File: config.mk
export PLATFORM = sky130hd
export DESIGN_NAME = mrwt_modmul
export DESIGN_NICKNAME = d
export VERILOG_FILES = /design/src/rtl/mrwt_pkg.sv /design/src/rtl/mrwt_modmul.sv
export SDC_FILE = /design/constraint.sdc
export NUM_CORES = 1
export LEC_CHECK = 0
export BUFFER_PORTS_ARGS = -buffer_cell sky130_fd_sc_hd__buf_2
export CORE_ASPECT_RATIO = 0.5
export CORE_MARGIN = 4
export CORE_UTILIZATION = 40
export CTS_CLUSTER_DIAMETER = 50
export DETAILED_ROUTE_END_ITERATION = 6
export RECOVER_POWER = 25
export SLEW_MARGIN = 10
export SYNTH_ARGS = -nofsm -noshare
export SYNTH_HDL_FRONTEND = slang
export SYNTH_SLANG_ARGS = --single-unit
File: constraint.sdc
create_clock -name clk -period 22.5 [get_ports clk]
set_clock_uncertainty 0.1 [all_clocks]
set_input_delay 5.625 -clock clk [delete_from_list [all_inputs] [get_ports clk]]
set_output_delay 5.625 -clock clk [all_outputs]
set_load 0.02 [all_outputs]
File: src/rtl/mrwt_pkg.sv
// Package for the Miller-Rabin witness test: sequencer states and the
// status struct of the modular multiplier. No dependencies.
package mrwt_pkg;

  // Sequencer states, one-hot.
  typedef enum logic [7:0] {
    S_IDLE = 8'b0000_0001,
    S_TZ   = 8'b0000_0010,
    S_RED  = 8'b0000_0100,
    S_SQ   = 8'b0000_1000,
    S_ML   = 8'b0001_0000,
    S_CHK  = 8'b0010_0000,
    S_LOOP = 8'b0100_0000,
    S_DONE = 8'b1000_0000
  } mrwt_state_t;

  // Status reported by the shared modular multiplier.
  typedef struct packed {
    logic busy;
    logic done;
  } mm_stat_t;

endpackage

File: src/rtl/mrwt_modmul.sv
// Shared bit-serial modular multiplier: x*y mod n, one bit of y per cycle.
// Depends on mrwt_pkg for the status struct.
module mrwt_modmul import mrwt_pkg::*; #(
  parameter int NUM_BITS = 31
) (
  input  logic                clk,
  input  logic                rst_n,
  input  logic                start,
  input  logic [NUM_BITS-1:0] x_in,
  input  logic [NUM_BITS-1:0] y_in,
  input  logic [NUM_BITS-1:0] n_in,
  output logic [NUM_BITS-1:0] result,
  output mm_stat_t            stat
);

  localparam int CW = $clog2(NUM_BITS);

  logic                busy_r, busy_nxt;
  logic                done_r, done_nxt;
  logic [CW-1:0]       cnt_r, cnt_nxt;
  logic [NUM_BITS-1:0] acc_r, acc_nxt;
  logic [NUM_BITS-1:0] x_r, x_nxt;
  logic [NUM_BITS-1:0] y_r, y_nxt;
  logic [NUM_BITS-1:0] n_r, n_nxt;

  logic [NUM_BITS:0]   dbl, dbl_red, sum, sum_red;
  logic [NUM_BITS-1:0] addend;

  // One Horner step: double the accumulator, then add x when the bit of y is set,
  // each followed by a single conditional subtraction of n.
  always_comb begin
    dbl     = {acc_r, 1'b0};
    dbl_red = (dbl >= {1'b0, n_r}) ? (dbl - {1'b0, n_r}) : dbl;
    addend  = y_r[NUM_BITS-1] ? x_r : '0;
    sum     = {1'b0, dbl_red[NUM_BITS-1:0]} + {1'b0, addend};
    sum_red = (sum >= {1'b0, n_r}) ? (sum - {1'b0, n_r}) : sum;
  end

  // Operand load and step sequencing.
  always_comb begin
    busy_nxt = busy_r;
    done_nxt = 1'b0;
    cnt_nxt  = cnt_r;
    acc_nxt  = acc_r;
    x_nxt    = x_r;
    y_nxt    = y_r;
    n_nxt    = n_r;
    if (start && !busy_r) begin
      busy_nxt = 1'b1;
      cnt_nxt  = CW'(NUM_BITS - 1);
      acc_nxt  = '0;
      x_nxt    = x_in;
      y_nxt    = y_in;
      n_nxt    = n_in;
    end else if (busy_r) begin
      acc_nxt = sum_red[NUM_BITS-1:0];
      y_nxt   = {y_r[NUM_BITS-2:0], 1'b0};
      if (cnt_r == CW'(0)) begin
        busy_nxt = 1'b0;
        done_nxt = 1'b1;
      end else begin
        cnt_nxt = cnt_r - CW'(1);
      end
    end
  end

  always_ff @(posedge clk) begin
    if (!rst_n) begin
      busy_r <= 1'b0;
      done_r <= 1'b0;
    end else begin
      busy_r <= busy_nxt;
      done_r <= done_nxt;
    end
    cnt_r <= cnt_nxt;
    acc_r <= acc_nxt;
    x_r   <= x_nxt;
    y_r   <= y_nxt;
    n_r   <= n_nxt;
  end

  assign result    = acc_r;
  assign stat.busy = busy_r;
  assign stat.done = done_r;

endmodule

### Word level (Yosys, flattened, before mapping)

Index checks and enable logic that the tools add are counted.

* $add $sub $neg: 4
* order comparisons: 2
* multiplexer cells: 9
* bitwise gates (word level): 3
* reductions and logical operators: 6

Operator list (number)
* $mux W31: 5
* $ge A32 B31 Y1: 2
* $sub A31 B31 Y31: 2
* $add A31 B31 Y32: 1
* $logic_not A5 Y1: 1
* $sub A5 B1 Y5 const B: 1
* $mux W1: 4
* $not A1 Y1: 3
* $reduce_or A3 Y1: 1
* $reduce_and A2 Y1: 1
* $reduce_bool A2 Y1: 1
* $logic_and A1 B1 Y1: 1
* $logic_not A1 Y1: 1

* bits in registers: 131

### Depth between registers and ports, before layout

Gate-level depths: netlist of run 1.

* depth after elaboration: 5
* mapped depth: 39
* depth with buffers taken out: 35

### Least setup slack after synthesis of run 1

Ideal clock, no wire load.

* path type: in2reg
* from: in start
* to: reg y_r[21], data pin
* library setup time: 0.265 ns
* data arrival time: 8.325 ns
* required time: 22.135 ns
* path slack: 13.810 ns
* stages on the path: 4
* cells stage by stage: nor2b_1 -> clkbuf_1 -> buf_1 -> mux2_2

* longest elaborated chain between the ends: 2

Ends and longest elaborated chain
* start, declared: RTL line mrwt_modmul.sv:8 `input logic start,`
* $logic_and A1 B1 Y1: RTL line mrwt_modmul.sv:48 `if (start && !busy_r) begin`
* $mux W31: RTL line mrwt_modmul.sv:48
* via y_nxt[21]: RTL line mrwt_modmul.sv:23 `logic [NUM_BITS-1:0] y_r, y_nxt;`
* end signal, assigned: RTL line mrwt_modmul.sv:78 `y_r <= y_nxt;`
* end, declared: RTL line mrwt_modmul.sv:23

The timed path passes the listed nets, and every way through them passes these cells.
A chain may end at the register's enable or synchronous reset.

### Final worst setup path of run 1

* from: reg n_r[1]
* to: reg acc_r[24], in the netlist result[24]

* longest elaborated chain between the ends: 5
* elaborated cells on any way between the ends: 7

Ends and longest elaborated chain
* start, declared: RTL line mrwt_modmul.sv:24 `logic [NUM_BITS-1:0] n_r, n_nxt;`
* start signal, assigned: RTL line mrwt_modmul.sv:79 `n_r <= n_nxt;`
* $sub A31 B31 Y31 / $ge A32 B31 Y1 (equally long branches): RTL line mrwt_modmul.sv:33 `dbl_red = (dbl >= {1'b0, n_r}) ? (dbl - {1'b0, n_r}) : dbl;`
* $mux W31: RTL line mrwt_modmul.sv:33
* $add A31 B31 Y32: RTL line mrwt_modmul.sv:35 `sum = {1'b0, dbl_red[NUM_BITS-1:0]} + {1'b0, addend};`
* $sub A31 B31 Y31 / $ge A32 B31 Y1 (equally long branches): RTL line mrwt_modmul.sv:36 `sum_red = (sum >= {1'b0, n_r}) ? (sum - {1'b0, n_r}) : sum;`
* $mux W31 *: RTL line mrwt_modmul.sv:36
* end signal, assigned: RTL line mrwt_modmul.sv:76 `acc_r <= acc_nxt;`
* end, declared: RTL line mrwt_modmul.sv:21 `logic [NUM_BITS-1:0] acc_r, acc_nxt;`

Every way passes the cells marked *; elsewhere a longest branch is shown, timed or not.

==> run metrics, run 1 <==
status complete, no violations; post-detail-place hpwl roughly 20000 µm; Horiz. Die Dim approximately 230 µm; Fill cells 2204; WS Path Type reg2reg; die area 27000 µm²; core area approximately 23000 µm²; # IOs between 100 and 150; post-CTS sizing 0; ys flop type edfxtp_1; Yosys cell types between 60 and 70; Initial Util about two fifths; area leader, netlist edfxtp_1; post-synthesis async set-or-reset flop share 0%; CP arrival about 9.4 ns; Place WS 13.46 ns; Yosys reg bits about 130; unrepaired setup endpoints after global routing false; antenna violations before repair 1; drt first pass iters 5; Rows 39; most common cell after layout, fill and taps aside buf_2; Worst path max stage delay 0.88 ns; first-pass GRT wire length between 40000 and 50000 µm; most frequent cells in the layout buf_2, a21oi_1, ha_1; Post-CTS Setup Bufs 0; multi-input combinational cell area approximately 5800 µm²; crit end category flip-flop; final core utilization 48.0%; fin crit share 40.8%; sequential-to-total area share from yosys stat between 30% and 40%; cts hold-fix bufs 0; largest net degree at the start of global routing 70; Fmax approximately 0.11 GHz; Final Cell Area about 11000 µm²; Skew-Pair Late Insertion Delay around 0.44 ns; Slew Viols, Final 0; placed inst area around 11000 µm²; Post-Syn Area 9700 µm²; Hold Path Cell Cnt 2; depth of the CTS H-tree 4; post-route ant nets 0; CTS buffer count 17; Vias about 8300; root buf cell clkbuf_16; maximum root-to-sink buffer count 2; Rel. slew slack around a fifth; Period minus WS final around 9 ns; Worst-path clk slew around 0.07 ns; Synth Net Count ~1200; critical path data required time 22.68 ns; GRT Resource Usage Total roughly a fifth; Synth Instances 1046; share of the synthesized area in the top cell type between 20% and 30%; # diodes 0; GRT overflow 0; CTS tree built; Final WS setup between 10 and 15 ns; # DRC 0; share of layout cells above drive strength 1 about 18%; routed wire length per instance roughly 18 µm; Hold Violations, Final 0; Slew @ Worst Pin between 1 and 1.5 ns; Vias/cell approximately 5.6; vias in the first global route between 8000 and 9000; Critical Path Start Type flip-flop; critical path's most frequent cell a21oi_1; P&R area growth vs syn 15.4%; CTS sink cnt around 130; maximum fanout along the worst path 52; Synthesis Warnings 0; top area cells in the synthesized netlist edfxtp_1, ha_1, dfxtp_1; post-synthesis area per instance ~9.3 µm²; I/O Buffers approximately 130; Iter 0 DRT Violations between 500 and 600; EDFF count, synth slightly above 90; final-stage net count ~1400; register area ~3600 µm²; final wirelength roughly 27000 µm; cell count of the worst reg-to-reg path 34; Max Cap Viol 0; Fin Setup TNS 0 ns; Critical-path top delay cell o41a_2; worst min path class reg2reg; setup violators final 0; r2r setup slk 13.32 ns; Die Y ~120 µm; Placer Congestion ~0.9
layer usage:
metal	part of all wire [%]	GRT usage, %
met1	46	26.7
met2	45	31.2
met3	7.5	4.69
met4	1.8	6.76
met5	0.026	0
synthesized netlist by cell type, drive strengths merged, types with 18 or more instances:
cell    count
a21o       41
a21oi     116
and2       40
clkbuf     18
dfxtp      38
edfxtp     93
ha         94
inv        59
mux2       38
nand2      65
nand3      22
nor2       94
o21ai      71
xnor2      49
xor2       28
sequential cells by signal (all words and copies together) (netlist names):
name    flops
n_r        31
y_r        31
done_r      1
busy_r      1
x_r        31
cnt_r       5
result     31
through the flow:
stage,hold slack [ns],instances
detailed placement,0.396,1453
CTS,0.408,1485
finish,0.406,1485
global placement,0.382,1453
floorplan,0.379,1046
global route,0.431,1485
cell type report:
class | count | share of cell area, %
well taps | 307 | 3.43
repair buffers | 132 | 5.95
inverters | 59 | 1.98
clock inverters | 15 | 1.32
clock buffers | 17 | 3.80
multi-input cells | 824 | 51.8
flip-flops and latches | 131 | 31.7
critical path: cells and delay by family, from the launching register on:
kind                       cells  cell delay (ns)
DFF                            1             0.36
and+or+nand+nor                5             0.93
xor gates and xnor gates       1             0.23
AOI/OAI and AO/OA             22             5.34
buffers and inverters          2             0.61
adders and majority gates      3             0.95
muxes                          1             0.44
logic make-up (layout without fill, tap and decap cells):
| logic type | after synthesis | after routing | synth area share, % |
|---|---|---|---|
| multiplexers | 45 | 45 | 5.13 |
| AO/OA/AOI/OAI | 314 | 314 | 20.4 |
| buffers and inverters | 91 | 223 | 3.83 |
| adder cells (fa/ha/maj) | 97 | 97 | 12.7 |
| flip-flops | 131 | 131 | 36.6 |
| AND/OR/NAND/NOR | 291 | 291 | 14.3 |
| XOR/XNOR | 77 | 77 | 6.95 |
final timing paths:
path              start         end
max              n_r[1]  result[24]
max reg2reg      n_r[1]  result[24]
min          result[20]  result[20]
min reg2reg  result[20]  result[20]
Power of run 1 is not shown: default switching activity piles up to over one toggle a cycle in this logic, so the estimate is an artifact.
==> run 2: changes to the inputs <==
==> constraint.sdc (replaced) <==
create_clock -name clk -period 9.5 [get_ports clk]
set_clock_uncertainty 0.1 [all_clocks]
set_input_delay 2.375 -clock clk [delete_from_list [all_inputs] [get_ports clk]]
set_output_delay 2.375 -clock clk [all_outputs]
set_load 0.02 [all_outputs]
==> run metrics, run 2 (synthesis gave the netlist of run 1 again) <==
status finished, violations left; failing checks capacitance limit; share of layout cells above drive strength 1 a little under a fifth; Die Y 118 µm; routed wire length per instance ~19 µm; cts hold-fix bufs 0; unrepaired setup endpoints after global routing false; Worst path max stage delay roughly 0.60 ns; P&R area growth vs syn 15.7%; CTS buffer count 17; worst min path class reg2reg; GRT Resource Usage Total about a fifth; # DRC 0; Rows 39; post-detail-place hpwl between 20000 and 25000 µm; Critical Path Start Type flip-flop; Max Cap Viol 1; most common cell after layout, fill and taps aside buf_2; drt first pass iters 5; setup violators final 0; Placer Congestion between 0.9 and 1; CTS tree built; Period minus WS final around 8.6 ns; Hold Violations, Final 0; Fin Setup TNS 0 ns; final wirelength 27600 µm; Skew-Pair Late Insertion Delay between 0.4 and 0.5 ns; Fmax about 0.12 GHz; largest net degree at the start of global routing 70; final-stage net count roughly 1400; Horiz. Die Dim 228 µm; Vias between 8000 and 9000; post-route ant nets 0; Vias/cell 5.54; Worst-path clk slew roughly 0.060 ns; crit end category flip-flop; I/O Buffers around 130; critical path data required time between 9 and 10 ns; CP arrival around 9 ns; antenna violations before repair 1; Slew @ Worst Pin roughly 1.4 ns; Iter 0 DRT Violations 620; CP top delay family compound AO/OA/AOI/OAI gates; post-CTS sizing 0; # IOs between 100 and 150; Critical-path top delay cell o41a_2; Initial Util between 40% and 50%; WS Path Type reg2reg; maximum root-to-sink buffer count 2; Fill cells between 2000 and 2500; maximum fanout along the worst path 24; depth of the CTS H-tree 4; GRT overflow 0; root buf cell clkbuf_16; vias in the first global route approximately 8100; CTS sink cnt roughly 130; Buf/Inv on CP 3; core area 23300 µm²; Slew Viols, Final 0; first-pass GRT wire length ~44000 µm; Rel. slew slack 1.40%; fin crit share 90.5%; Post-CTS Setup Bufs 0; most frequent cells in the layout buf_2, a21oi_1, ha_1; die area roughly 27000 µm²
## run 2: cell count changes in the layout (fill, tap and decap cells not counted)
cell        delta
inv_8          -3
buf_4          +3
clkbuf_1       -1
clkinv_2       +2
clkinv_4       +1
diode_2        +1
buf_2          +2
clkinvlp_4     -1
clkinv_1       -2
bufinv_16      +1
## run 2: final timing paths
kind / start / end / slack (ns) / cells past startpoint
setup / recovery: n_r[0] / result[22] / 0.90 / 35
setup reg to reg: n_r[0] / result[22] / 0.90 / 35
hold / removal: result[16] / result[16] / 0.40 / 2
hold reg to reg: result[16] / result[16] / 0.40 / 2
## run 2: final cells by class
class / count / area [µm²] / share of cell area [%]
clock buffer: 18 / 429 / 3.82
antenna: 1 / 2.50 / 0.0223
sequential: 131 / 3550 / 31.7
multi-input combinational: 824 / 5790 / 51.6
clock inverter: 13 / 148 / 1.32
timing repair buffer: 135 / 691 / 6.15
inverter: 59 / 221 / 1.97
tap: 307 / 384 / 3.42
## run 2: per-stage QoR
step / instances / hold slack, ns / util [%] / worst slack [ns] / area [µm²]
final: 1488 / 0.397 / 48.1 / 0.905 / 11200
after global placement: 1456 / 0.389 / 45.6 / 1.30 / 10600
after global routing: 1488 / 0.427 / 48.1 / 0.293 / 11200
after floorplan: 1046 / 0.379 / - / 2.33 / 9700
after CTS: 1487 / 0.404 / 48.1 / 0.968 / 11200
after detailed placement: 1456 / 0.396 / 45.6 / 1.02 / 10600
## run 2: layer usage
metal	track usage, %	part of all wire (%)
met1	28.0	48
met3	5.22	6.1
met5	0	0
met2	31.5	45
met4	5.58	1.3
## run 2: worst reg2reg max path: cells and delay by family (launching register included)
| kind | cells | cell delay [ns] |
|---|---|---|
| AOI/OAI and AO/OA | 24 | 5.09 |
| DFF | 1 | 0.39 |
| adders and majority gates | 3 | 1.10 |
| muxes | 2 | 0.62 |
| buffers and inverters | 3 | 0.60 |
| and+or+nand+nor | 2 | 0.33 |
| xor gates and xnor gates | 1 | 0.20 |
Power of run 2 is left out for the same reason.
==> run 3: changes to the inputs <==
--- a/config.mk
+++ b/config.mk
@@ -6,7 +6,6 @@
 export NUM_CORES = 1
 export LEC_CHECK = 0
 export BUFFER_PORTS_ARGS = -buffer_cell sky130_fd_sc_hd__buf_2
-export CORE_ASPECT_RATIO = 0.5
 export CORE_MARGIN = 4
 export CORE_UTILIZATION = 40
 export CTS_CLUSTER_DIAMETER = 50
==> run metrics, run 3 (synthesis gave the netlist of run 1 again) <==
final-stage net count approximately 1400; CTS tree built; maximum root-to-sink buffer count 2; Rel. slew slack ~28%; first-pass GRT wire length slightly above 40000 µm; core area 23700 µm²; status complete, no violations; Critical-path top delay cell o41a_2; unrepaired setup endpoints after global routing false; largest net degree at the start of global routing 51; Worst-path clk slew roughly 0.070 ns; Die Y roughly 160 µm; fin crit share slightly above 90%; final wirelength around 26000 µm; Vias/cell ~5.3; Skew-Pair Late Insertion Delay roughly 0.43 ns; # diodes 0; # IOs 129; Slew @ Worst Pin 1.08 ns; maximum fanout along the worst path 33; post-CTS sizing 0; post-detail-place hpwl ~20000 µm; Critical Path Start Type flip-flop; cts hold-fix bufs 0; CTS buffer count 17; share of layout cells above drive strength 1 18.6%; Fin Setup TNS 0 ns; Fill cells 2355; critical path data required time approximately 9.7 ns; crit end category flip-flop; worst hold slack between 0.4 and 0.5 ns; most common cell after layout, fill and taps aside buf_2; CP arrival slightly below 9 ns; depth of the CTS H-tree 4; Horiz. Die Dim around 160 µm; Fmax 0.116 GHz; drt first pass iters 6; Period minus WS final approximately 8.6 ns; worst min path class reg2reg; Vias between 8000 and 9000; Post-CTS Setup Bufs 0; most frequent cells in the layout buf_2, a21oi_1, ha_1; Placer Congestion approximately 0.9; Slew Viols, Final 0; routed wire length per instance between 15 and 20 µm; antenna violations before repair 1; Worst path max stage delay ~0.67 ns; post-route ant nets 0; setup violators final 0; multi-input combinational cell area slightly below 6000 µm²; register area 3550 µm²; vias in the first global route approximately 7900; I/O Buffers between 100 and 150; Rows 56; critical path's most frequent cell a21oi_1; # DRC 0; CTS sink cnt 131; Hold Violations, Final 0; Initial Util about two fifths; root buf cell clkbuf_16; die area between 20000 and 30000 µm²; GRT Resource Usage Total a little under a fifth; Max Cap Viol 0; GRT overflow 0; WS Path Type reg2reg; Iter 0 DRT Violations approximately 400; P&R area growth vs syn 16.2%
==> run 3: cell types whose count changed in the layout (fill, tap and decap cells not counted), moves of 2 or more <==
cell	before	now
clkinv_8	0	6
bufinv_16	2	0
clkinv_2	2	0
inv_6	6	3
inv_8	0	5
clkinv_4	2	0
clkbuf_1	3	1
==> run 3: final cells by class <==
type	count	area share [%]
inverters	59	1.96
multi-input cells	824	51.5
repair buffers	134	6.07
clock buffers	17	3.77
clock inverters	15	1.67
well taps	319	3.54
flip-flops and latches	131	31.5
==> run 3: metal layers <==
| metal | track usage [%] | share of wire [%] | vias up |
|---|---|---|---|
| li1 | - | - | 4070 |
| met1 | 25.1 | 46 | 3728 |
| met2 | 32.2 | 47 | 166 |
| met3 | 4.24 | 4.7 | 35 |
| met4 | 4.61 | 1.6 | 2 |
| met5 | 0 | 0.043 | - |
==> run 3: path summary, 6_finish.rpt <==
kind	slack, ns	to	depth (start not counted)	startpoint
setup reg to reg	0.87	result[24]	34	n_r[0]
hold reg to reg	0.40	result[14]	2	result[14]
hold / removal	0.40	result[14]	2	result[14]
setup / recovery	0.87	result[24]	34	n_r[0]
==> run 3: per-stage QoR <==
step	area (µm²)	utilization, %	cells	setup WS [ns]
3_5_place_dp	10700	45.0	1467	0.990
2_1_floorplan	9700	-	1046	2.33
3_3_place_gp	10700	45.0	1467	1.07
5_1_grt	11300	47.6	1499	0.279
4_1_cts	11300	47.6	1499	0.939
6_report	11300	47.6	1499	0.869
==> run 3: critical path: cells and delay by family, from the launching register on <==
kind	cells	cell delay, ns
muxes	1	0.38
and+or+nand+nor	5	0.93
xor gates and xnor gates	1	0.25
AOI/OAI and AO/OA	22	4.83
adders and majority gates	3	1.13
buffers and inverters	2	0.41
DFF	1	0.42
Power of run 3 is left out for the same reason.
